**config.mk**
```make
export PLATFORM = sky130hd
export DESIGN_NAME = integer_to_ascii_formatter_core
export DESIGN_NICKNAME = d
export VERILOG_FILES = /design/src/hw/rtl/itoa_pkg.sv /design/src/hw/rtl/integer_to_ascii_formatter_core.sv
export VERILOG_INCLUDE_DIRS = /design/src /design/src/hw/rtl
export SDC_FILE = /design/constraint.sdc
export NUM_CORES = 1
export LEC_CHECK = 0
export BUFFER_PORTS_ARGS = -buffer_cell sky130_fd_sc_hd__buf_4
export CORE_MARGIN = 2
export CORE_UTILIZATION = 30
export CTS_BUF_LIST = sky130_fd_sc_hd__clkbuf_2
export CTS_CLUSTER_DIAMETER = 200
export DETAILED_ROUTE_END_ITERATION = 16
export PLACE_DENSITY = 0.49
export SETUP_SLACK_MARGIN = 0.4
export SYNTH_ARGS = -nofsm -noshare
export SYNTH_HDL_FRONTEND = slang
export SYNTH_SLANG_ARGS = --single-unit
```
**constraint.sdc**
```tcl
create_clock -name clk -period 16.1 [get_ports clk]
set_input_delay 3.22 -clock clk [delete_from_list [all_inputs] [get_ports clk]]
set_output_delay 3.22 -clock clk [all_outputs]
set_load 0.03 [all_outputs]
```
**src/hw/rtl/integer_to_ascii_formatter_core_macros.svh**
```systemverilog
// ----------------------------------------------------------------------------
// Assertion macros for the integer to ASCII formatter.
// Every macro expects clk and rst_n to be visible where it is used.
// ----------------------------------------------------------------------------
`ifndef INTEGER_TO_ASCII_FORMATTER_CORE_MACROS_SVH
`define INTEGER_TO_ASCII_FORMATTER_CORE_MACROS_SVH

// A property that must hold at every clock edge outside reset.
`define ITOA_ASSERT(lbl, prop, msg) \
    lbl: assert property (@(posedge clk) disable iff (!rst_n) (prop)) else $error(msg);

// A condition that must be followed by another one in the next cycle.
`define ITOA_ASSERT_NEXT(lbl, ante, cons, msg) \
    lbl: assert property (@(posedge clk) disable iff (!rst_n) (ante) |=> (cons)) \
        else $error(msg);

`endif

```
**src/hw/rtl/itoa_pkg.sv**
```systemverilog
// ----------------------------------------------------------------------------
// itoa_pkg
// Types, constants and the digit character function of the integer to ASCII
// formatter.
// ----------------------------------------------------------------------------
package itoa_pkg;

    // Default cap on digits plus padding.
    localparam int MAX_CHARS_DEF = 64;

    // Width of the compare between field width and character counts.
    localparam int CMP_W = 7;

    // Operand width and the bit counter of the serial divider.
    localparam int VAL_W = 64;
    localparam int BIT_W = 6;

    // Base limits.
    localparam logic [4:0] BASE_MIN = 5'd2;
    localparam logic [4:0] BASE_MAX = 5'd16;
    localparam logic [4:0] BASE_DEC = 5'd10;

    // Fixed characters.
    localparam logic [7:0] CHAR_MINUS = 8'h2D;
    localparam logic [7:0] CHAR_ZERO  = 8'h30;
    localparam logic [7:0] CHAR_UPPER = 8'h41;
    localparam logic [7:0] CHAR_LOWER = 8'h61;

    // Input word: one number to format.
    typedef struct packed {
        logic [63:0] value;
        logic        signed_mode;
        logic [4:0]  base;
        logic [5:0]  width;
        logic [7:0]  pad_char;
        logic        uppercase;
    } in_word_t;

    // Output word: one character.
    typedef struct packed {
        logic [7:0] char_out;
        logic       last;
    } out_word_t;

    // Sequencer states.
    typedef enum logic [2:0] {
        ST_IDLE,
        ST_DIV,
        ST_CHECK,
        ST_SIGN,
        ST_PAD,
        ST_DIGIT
    } state_t;

    // Maps a digit from 0 to 15 onto its ASCII character.
    function automatic logic [7:0] digit_char(input logic [3:0] d, input logic up);
        logic [7:0] res;
        if (d < 4'd10)
        begin
            res = CHAR_ZERO + {4'b0000, d};
        end
        else
        begin
            res = (up ? CHAR_UPPER : CHAR_LOWER) + {4'b0000, d} - 8'd10;
        end
        return res;
    endfunction

endpackage

```
**src/hw/rtl/integer_to_ascii_formatter_core.sv**
```systemverilog
// ----------------------------------------------------------------------------
// integer_to_ascii_formatter_core
// Formats a 64-bit integer in a base from 2 to 16 as ASCII characters, most
// significant first, with a minimum field width and a pad character.
// ----------------------------------------------------------------------------
//
//  channel | signals                       | word type  | moves
//  --------+-------------------------------+------------+---------------------
//  num     | num_valid, num_stall, num     | in_word_t  | one number to format
//  chr     | chr_valid, chr_stall, chr     | out_word_t | one output character
//
//  Each digit comes from a pass of a restoring bit-serial divider and a test of
//  the quotient; after the last digit, characters leave at one per cycle while
//  the output is not stalled.
//  A decimal 64-bit number needs up to 20 digits.
//  A number with a base outside 2 to 16 is taken and gives nothing.
//  num_stall is high from the cycle after acceptance until the last character
//  has entered the output register; chr_stall holds the output register.
//  Reset clears the sequencer, the counters and the output valid.
//
module integer_to_ascii_formatter_core #(
    parameter int MAX_CHARS = itoa_pkg::MAX_CHARS_DEF
) (
    input  logic                clk,
    input  logic                rst_n,
    input  logic                num_valid,
    output logic                num_stall,
    input  itoa_pkg::in_word_t  num,
    output logic                chr_valid,
    input  logic                chr_stall,
    output itoa_pkg::out_word_t chr
);

    localparam int NW = $clog2(MAX_CHARS + 1);
    localparam int CW = itoa_pkg::CMP_W;
    localparam int VW = itoa_pkg::VAL_W;
    localparam int BW = itoa_pkg::BIT_W;

    itoa_pkg::state_t state_reg, state_next;

    logic [VW-1:0]   mag_reg;
    logic [3:0]      rem_reg;
    logic [BW-1:0]   bit_reg;
    logic [NW-1:0]   ndig_reg;
    logic [NW-1:0]   pad_reg;
    logic            neg_reg;
    logic            upper_reg;
    logic [4:0]      base_reg;
    logic [5:0]      width_reg;
    logic [7:0]      padch_reg;
    logic [3:0]      stack_reg [MAX_CHARS];
    logic                out_valid_reg;
    itoa_pkg::out_word_t out_word_reg;

    logic            accept;
    logic            base_ok;
    logic            load;
    logic            in_neg;
    logic [4:0]      rem_sh;
    logic            ge;
    logic [3:0]      rem_new;
    logic [VW-1:0]   mag_new;
    logic            last_bit;
    logic            more_digits;
    logic [CW-1:0]   lim;
    logic [CW-1:0]   ndig_ext;
    logic [NW-1:0]   pad_calc;
    logic            emit;
    itoa_pkg::out_word_t emit_word;

    // Handshake terms.
    assign num_stall = (state_reg != itoa_pkg::ST_IDLE);
    assign accept    = num_valid && !num_stall;
    assign base_ok   = (num.base >= itoa_pkg::BASE_MIN) && (num.base <= itoa_pkg::BASE_MAX);
    assign load      = !out_valid_reg || !chr_stall;
    assign in_neg    = num.signed_mode && (num.base == itoa_pkg::BASE_DEC) && num.value[VW-1];

    // One step of the restoring divider: the quotient bit shifts in at the bottom.
    assign rem_sh   = {rem_reg, mag_reg[VW-1]};
    assign ge       = (rem_sh >= base_reg);
    assign rem_new  = ge ? 4'(rem_sh - base_reg) : rem_sh[3:0];
    assign mag_new  = {mag_reg[VW-2:0], ge};
    assign last_bit = (bit_reg == BW'(VW - 1));

    // Another digit is needed while the quotient is nonzero and the cap allows.
    assign more_digits = (mag_reg != '0) && (ndig_reg != NW'(MAX_CHARS));

    // Padding fills up to the width, itself capped at MAX_CHARS.
    assign lim      = ({1'b0, width_reg} > CW'(MAX_CHARS)) ? CW'(MAX_CHARS) : {1'b0, width_reg};
    assign ndig_ext = CW'(ndig_reg);
    assign pad_calc = (lim > ndig_ext) ? NW'(lim - ndig_ext) : '0;

    // Next state.
    always_comb
    begin
        state_next = state_reg;
        case (state_reg)
            itoa_pkg::ST_IDLE:
            begin
                if (accept && base_ok)
                begin
                    state_next = itoa_pkg::ST_DIV;
                end
            end
            itoa_pkg::ST_DIV:
            begin
                if (last_bit)
                begin
                    state_next = itoa_pkg::ST_CHECK;
                end
            end
            itoa_pkg::ST_CHECK:
            begin
                if (more_digits)
                begin
                    state_next = itoa_pkg::ST_DIV;
                end
                else if (neg_reg)
                begin
                    state_next = itoa_pkg::ST_SIGN;
                end
                else if (pad_calc != '0)
                begin
                    state_next = itoa_pkg::ST_PAD;
                end
                else
                begin
                    state_next = itoa_pkg::ST_DIGIT;
                end
            end
            itoa_pkg::ST_SIGN:
            begin
                if (load)
                begin
                    state_next = (pad_reg != '0) ? itoa_pkg::ST_PAD : itoa_pkg::ST_DIGIT;
                end
            end
            itoa_pkg::ST_PAD:
            begin
                if (load && (pad_reg == NW'(1)))
                begin
                    state_next = itoa_pkg::ST_DIGIT;
                end
            end
            itoa_pkg::ST_DIGIT:
            begin
                if (load && (ndig_reg == NW'(1)))
                begin
                    state_next = itoa_pkg::ST_IDLE;
                end
            end
            default:
            begin
                state_next = itoa_pkg::ST_IDLE;
            end
        endcase
    end

    // Character offered to the output register in each state.
    always_comb
    begin
        emit               = 1'b0;
        emit_word.char_out = itoa_pkg::CHAR_MINUS;
        emit_word.last     = 1'b0;
        case (state_reg)
            itoa_pkg::ST_SIGN:
            begin
                emit = 1'b1;
            end
            itoa_pkg::ST_PAD:
            begin
                emit               = 1'b1;
                emit_word.char_out = padch_reg;
            end
            itoa_pkg::ST_DIGIT:
            begin
                emit               = 1'b1;
                emit_word.char_out = itoa_pkg::digit_char(stack_reg[0], upper_reg);
                emit_word.last     = (ndig_reg == NW'(1));
            end
            default:
            begin
                emit = 1'b0;
            end
        endcase
    end

    // Control registers.
    always_ff @(posedge clk or negedge rst_n)
    begin
        if (!rst_n)
        begin
            state_reg     <= itoa_pkg::ST_IDLE;
            bit_reg       <= '0;
            ndig_reg      <= '0;
            pad_reg       <= '0;
            out_valid_reg <= 1'b0;
        end
        else
        begin
            state_reg <= state_next;
            if (accept)
            begin
                bit_reg  <= '0;
                ndig_reg <= '0;
            end
            if (state_reg == itoa_pkg::ST_DIV)
            begin
                bit_reg <= bit_reg + BW'(1);
                if (last_bit)
                begin
                    ndig_reg <= ndig_reg + NW'(1);
                end
            end
            if (state_reg == itoa_pkg::ST_CHECK)
            begin
                pad_reg <= pad_calc;
            end
            if ((state_reg == itoa_pkg::ST_PAD) && load)
            begin
                pad_reg <= pad_reg - NW'(1);
            end
            if ((state_reg == itoa_pkg::ST_DIGIT) && load)
            begin
                ndig_reg <= ndig_reg - NW'(1);
            end
            if (load)
            begin
                out_valid_reg <= emit;
            end
        end
    end

    // Operand, divider and digit stack; pushed least significant first.
    always_ff @(posedge clk)
    begin
        if (accept)
        begin
            mag_reg   <= in_neg ? (~num.value + VW'(1)) : num.value;
            rem_reg   <= '0;
            neg_reg   <= in_neg;
            upper_reg <= num.uppercase && !num.signed_mode;
            base_reg  <= num.base;
            width_reg <= (in_neg && (num.width != '0)) ? (num.width - 6'd1) : num.width;
            padch_reg <= num.pad_char;
        end
        if (state_reg == itoa_pkg::ST_DIV)
        begin
            mag_reg <= mag_new;
            rem_reg <= last_bit ? 4'd0 : rem_new;
            if (last_bit)
            begin
                stack_reg[0] <= rem_new;
                for (int i = 1; i < MAX_CHARS; i++)
                begin
                    stack_reg[i] <= stack_reg[i-1];
                end
            end
        end
        if ((state_reg == itoa_pkg::ST_DIGIT) && load)
        begin
            for (int i = 0; i < MAX_CHARS - 1; i++)
            begin
                stack_reg[i] <= stack_reg[i+1];
            end
        end
        if (load)
        begin
            out_word_reg <= emit_word;
        end
    end

    assign chr_valid = out_valid_reg;
    assign chr       = out_word_reg;

    // Checks on the sequencer and counters.
`include "integer_to_ascii_formatter_core_macros.svh"

    `ITOA_ASSERT(a_ndig_cap, CW'(ndig_reg) <= CW'(MAX_CHARS), "digit count beyond cap")
    `ITOA_ASSERT(a_idle_empty, !accept || (ndig_reg == '0), "number taken with digits pending")
    `ITOA_ASSERT(a_pad_nonzero, (state_reg != itoa_pkg::ST_PAD) || (pad_reg != '0), "pad state with no padding")
    `ITOA_ASSERT_NEXT(a_last_end, (state_reg == itoa_pkg::ST_DIGIT) && load && (ndig_reg == NW'(1)), chr_valid && chr.last && (state_reg == itoa_pkg::ST_IDLE), "final digit not marked last")

endmodule
```
==> flow_summary.ini <==
[synthesis]
synth_top_area_frac = 0.577
synth_top_area_cell = edfxtp_1
netlist_area_um2 = 18400
synthFlopType = edfxtp_1
synth_seq_area_share = 0.609
ys_seq_elements = 378
synth_cell_types = 62
yosys_warnings = 0
synth-async-reset-ratio = 0.0635
synth_area_per_cell_um2 = 9.80
synth_nets = 1994
synth_edf_count = 354
synthCells = 1880
netlist_top_cells_area = edfxtp_1, nand2_1, dfrtp_1

[place]
port_buffers = 99
place_congestion = 0.836
dp_hpwl_mm = 25.9

[timing]
tns_ns = 0
finalCriticalPeriod_ns = 6.05
max_freq_mhz = 165
relSlewSlack = 0.181
fin_crit_sh = 0.376
hold_viol_final = 0
setup_violations = 0
fin_skew_ns = 0.0939
worst_pin_slew_ns = 1.22
rsz0062_at_grt = false
drv_slew = 0

[floorplan]
rows = 90
start_util = 0.304
coreArea_um2 = 60600
die-area_um2 = 63400
dieWidth_um = 252
io-pin-count = 100
die_h_um = 252

[global_route]
grt_max_degree = 96
antenna_found_initial = 1
grt_pass1_wl_mm = 68.1
busiest_layer = met2
met2_usage = 0.202
grt_use_total = 0.130
grtUsageMet3 = 0.0313
use_met1 = 0.176
first_global_vias = 13693
grt_overflow_total = 0

[critical_path]
arrival_ns = 6.67
start_kind = primary input
critPathKind = in -> reg
cp_max_fo = 88
worstPathRequired_ns = 16.72
endpoint_kind = flop

[cells_and_area]
final_core_util = 0.344
syn_to_final_growth_pct = 13.2
num-fill-cells = 6255
largest_register_ffs = 256
final_layout_size_suffix_gt1_frac = 0.143
nets = 2118

[cts]
htree_levels = 3
cts.sinks = 378
clockBufferDepth = 3
hold_buffers = 0
postCtsSetupBuffers = 0
cts_buffers = 103
cts_tree = built
cts_root_buf = clkbuf_2
path_clk_slew_ns = 0.09
clock_latency_ns = 1.04
post_cts_resized = 0

[drt]
ant_nets = 0
vias = 13623
remaining_drc_errors = 0
viasPerCell = 4.75
first_pass_iters = 5
drtIter0Drc = 952
routed_wl_mm = 41.0
wl_per_cell_um = 14.3

[status]
outcome = finished, final reports clean

[pwr]
p_per_area_nw_per_um2 = 113
ir_worst_vdd_uv = 81.8
p_leak_nw = 8.28

[worst_hold_path]
hold_path.class = reg -> reg

[flow_run]
cap_violations = 0
## cell usage in the layout, fill, tap and decap left out, types with 22 or more instances in the layout
master and n:
a21oi_1 53, buf_4 111, clkbuf_2 155, clkinv_1 25, dfrtp_1 24, edfxtp_1 354
ha_1 23, inv_1 33, nand2_1 830, nand3_1 22, nor2_1 78, nor4_1 34
o21ai_0 75, xnor2_1 42, xor2_1 27
## area by class of cell
cell class	count	area, um2	share of cell area
antenna	1	2.50	0.000120
clock buffer	155	776	0.0372
clock inverter	30	151	0.00726
inverter	36	136	0.00654
multi-input combinational	1374	6750	0.324
sequential	378	11200	0.538
tap	782	978	0.0469
timing repair buffer	111	833	0.0400
## worst max-delay path: stages
cell and delay, ns:
buf_4 0.10, and2_1 0.23, inv_1 0.45, nand3_4 0.10, buf_4 0.39, nand2_4 0.44, buf_4 0.74, buf_4 0.91
## per-stage QoR
stage / total power [W] / cell area (um2) / worst slack, ns / std cells / hold WS [ns]
after floorplan: 0.00156 / 18400 / 5.64 / 1880 / 0.426
after global placement: 0.00169 / 19900 / 8.98 / 2681 / 0.438
after detailed placement: 0.00170 / 19900 / 8.92 / 2681 / 0.441
after CTS: 0.00240 / 20900 / 10.10 / 2866 / 0.463
after global routing: 0.00251 / 20900 / 9.77 / 2867 / 0.468
final: 0.00236 / 20900 / 10.05 / 2867 / 0.459
## per-layer routing
metal | share of wire | up-vias
met3 | 0.048 | 103
met2 | 0.44 | 281
met4 | 0.027 | 0
li1 | - | 6783
met5 | 0 | -
met1 | 0.48 | 6456
## where the power goes
part / internal, W / total, W / switching (W)
clock: 0.000273 / 0.000683 / 0.000410
combinational: 0.000127 / 0.000370 / 0.000243
sequential: 0.00123 / 0.00130 / 0.0000727
total: 0.00163 / 0.00236 / 0.000726
## worst paths after layout
| check | from | endpoint | slack [ns] | depth (start not counted) |
|---|---|---|---|---|
| min reg2reg | stack_reg[0][248] | stack_reg[0][252] | 0.46 | 0 |
| max in group asynchronous | rst_n | ndig_ext[1] | 13.73 | 1 |
| min | stack_reg[0][248] | stack_reg[0][252] | 0.46 | 0 |
| min in group asynchronous | rst_n | chr_valid | 2.08 | 1 |
| max reg2reg | state_reg[0] | stack_reg[0][71] | 11.50 | 7 |
| max | chr_stall | stack_reg[0][71] | 10.05 | 8 |
## Yosys cell counts (6+ instances only)
library cell  number
clkbuf_1          82
edfxtp_1         354
xor2_1            27
nand4_1           10
dfrtp_1           24
ha_1              23
a31oi_1           21
o31ai_1           12
a21oi_1           53
nand2b_1          11
inv_1             33
o41ai_1            6
o21ai_0           75
nor4_1            34
nor2_1            79
nor2b_1            7
nand2_1          832
nor3_1            21
nand3_1           23
or3_1              6
a41oi_1            9
xnor2_1           42
buf_2              8
## cells by family (layout without fill, tap and decap cells)
family                     Yosys count  after routing  share of synthesized area
DFF                                378            378                      0.609
AOI/OAI and AO/OA                  210            210                     0.0693
buffers and inverters              128            332                     0.0266
xor gates and xnor gates            69             69                     0.0328
other                                0              1                          0
adders and majority gates           25             25                     0.0178
and+or+nand+nor                   1061           1061                      0.239
muxes                                9              9                    0.00516
No activity file was read; power rests on OpenSTA's default activity.
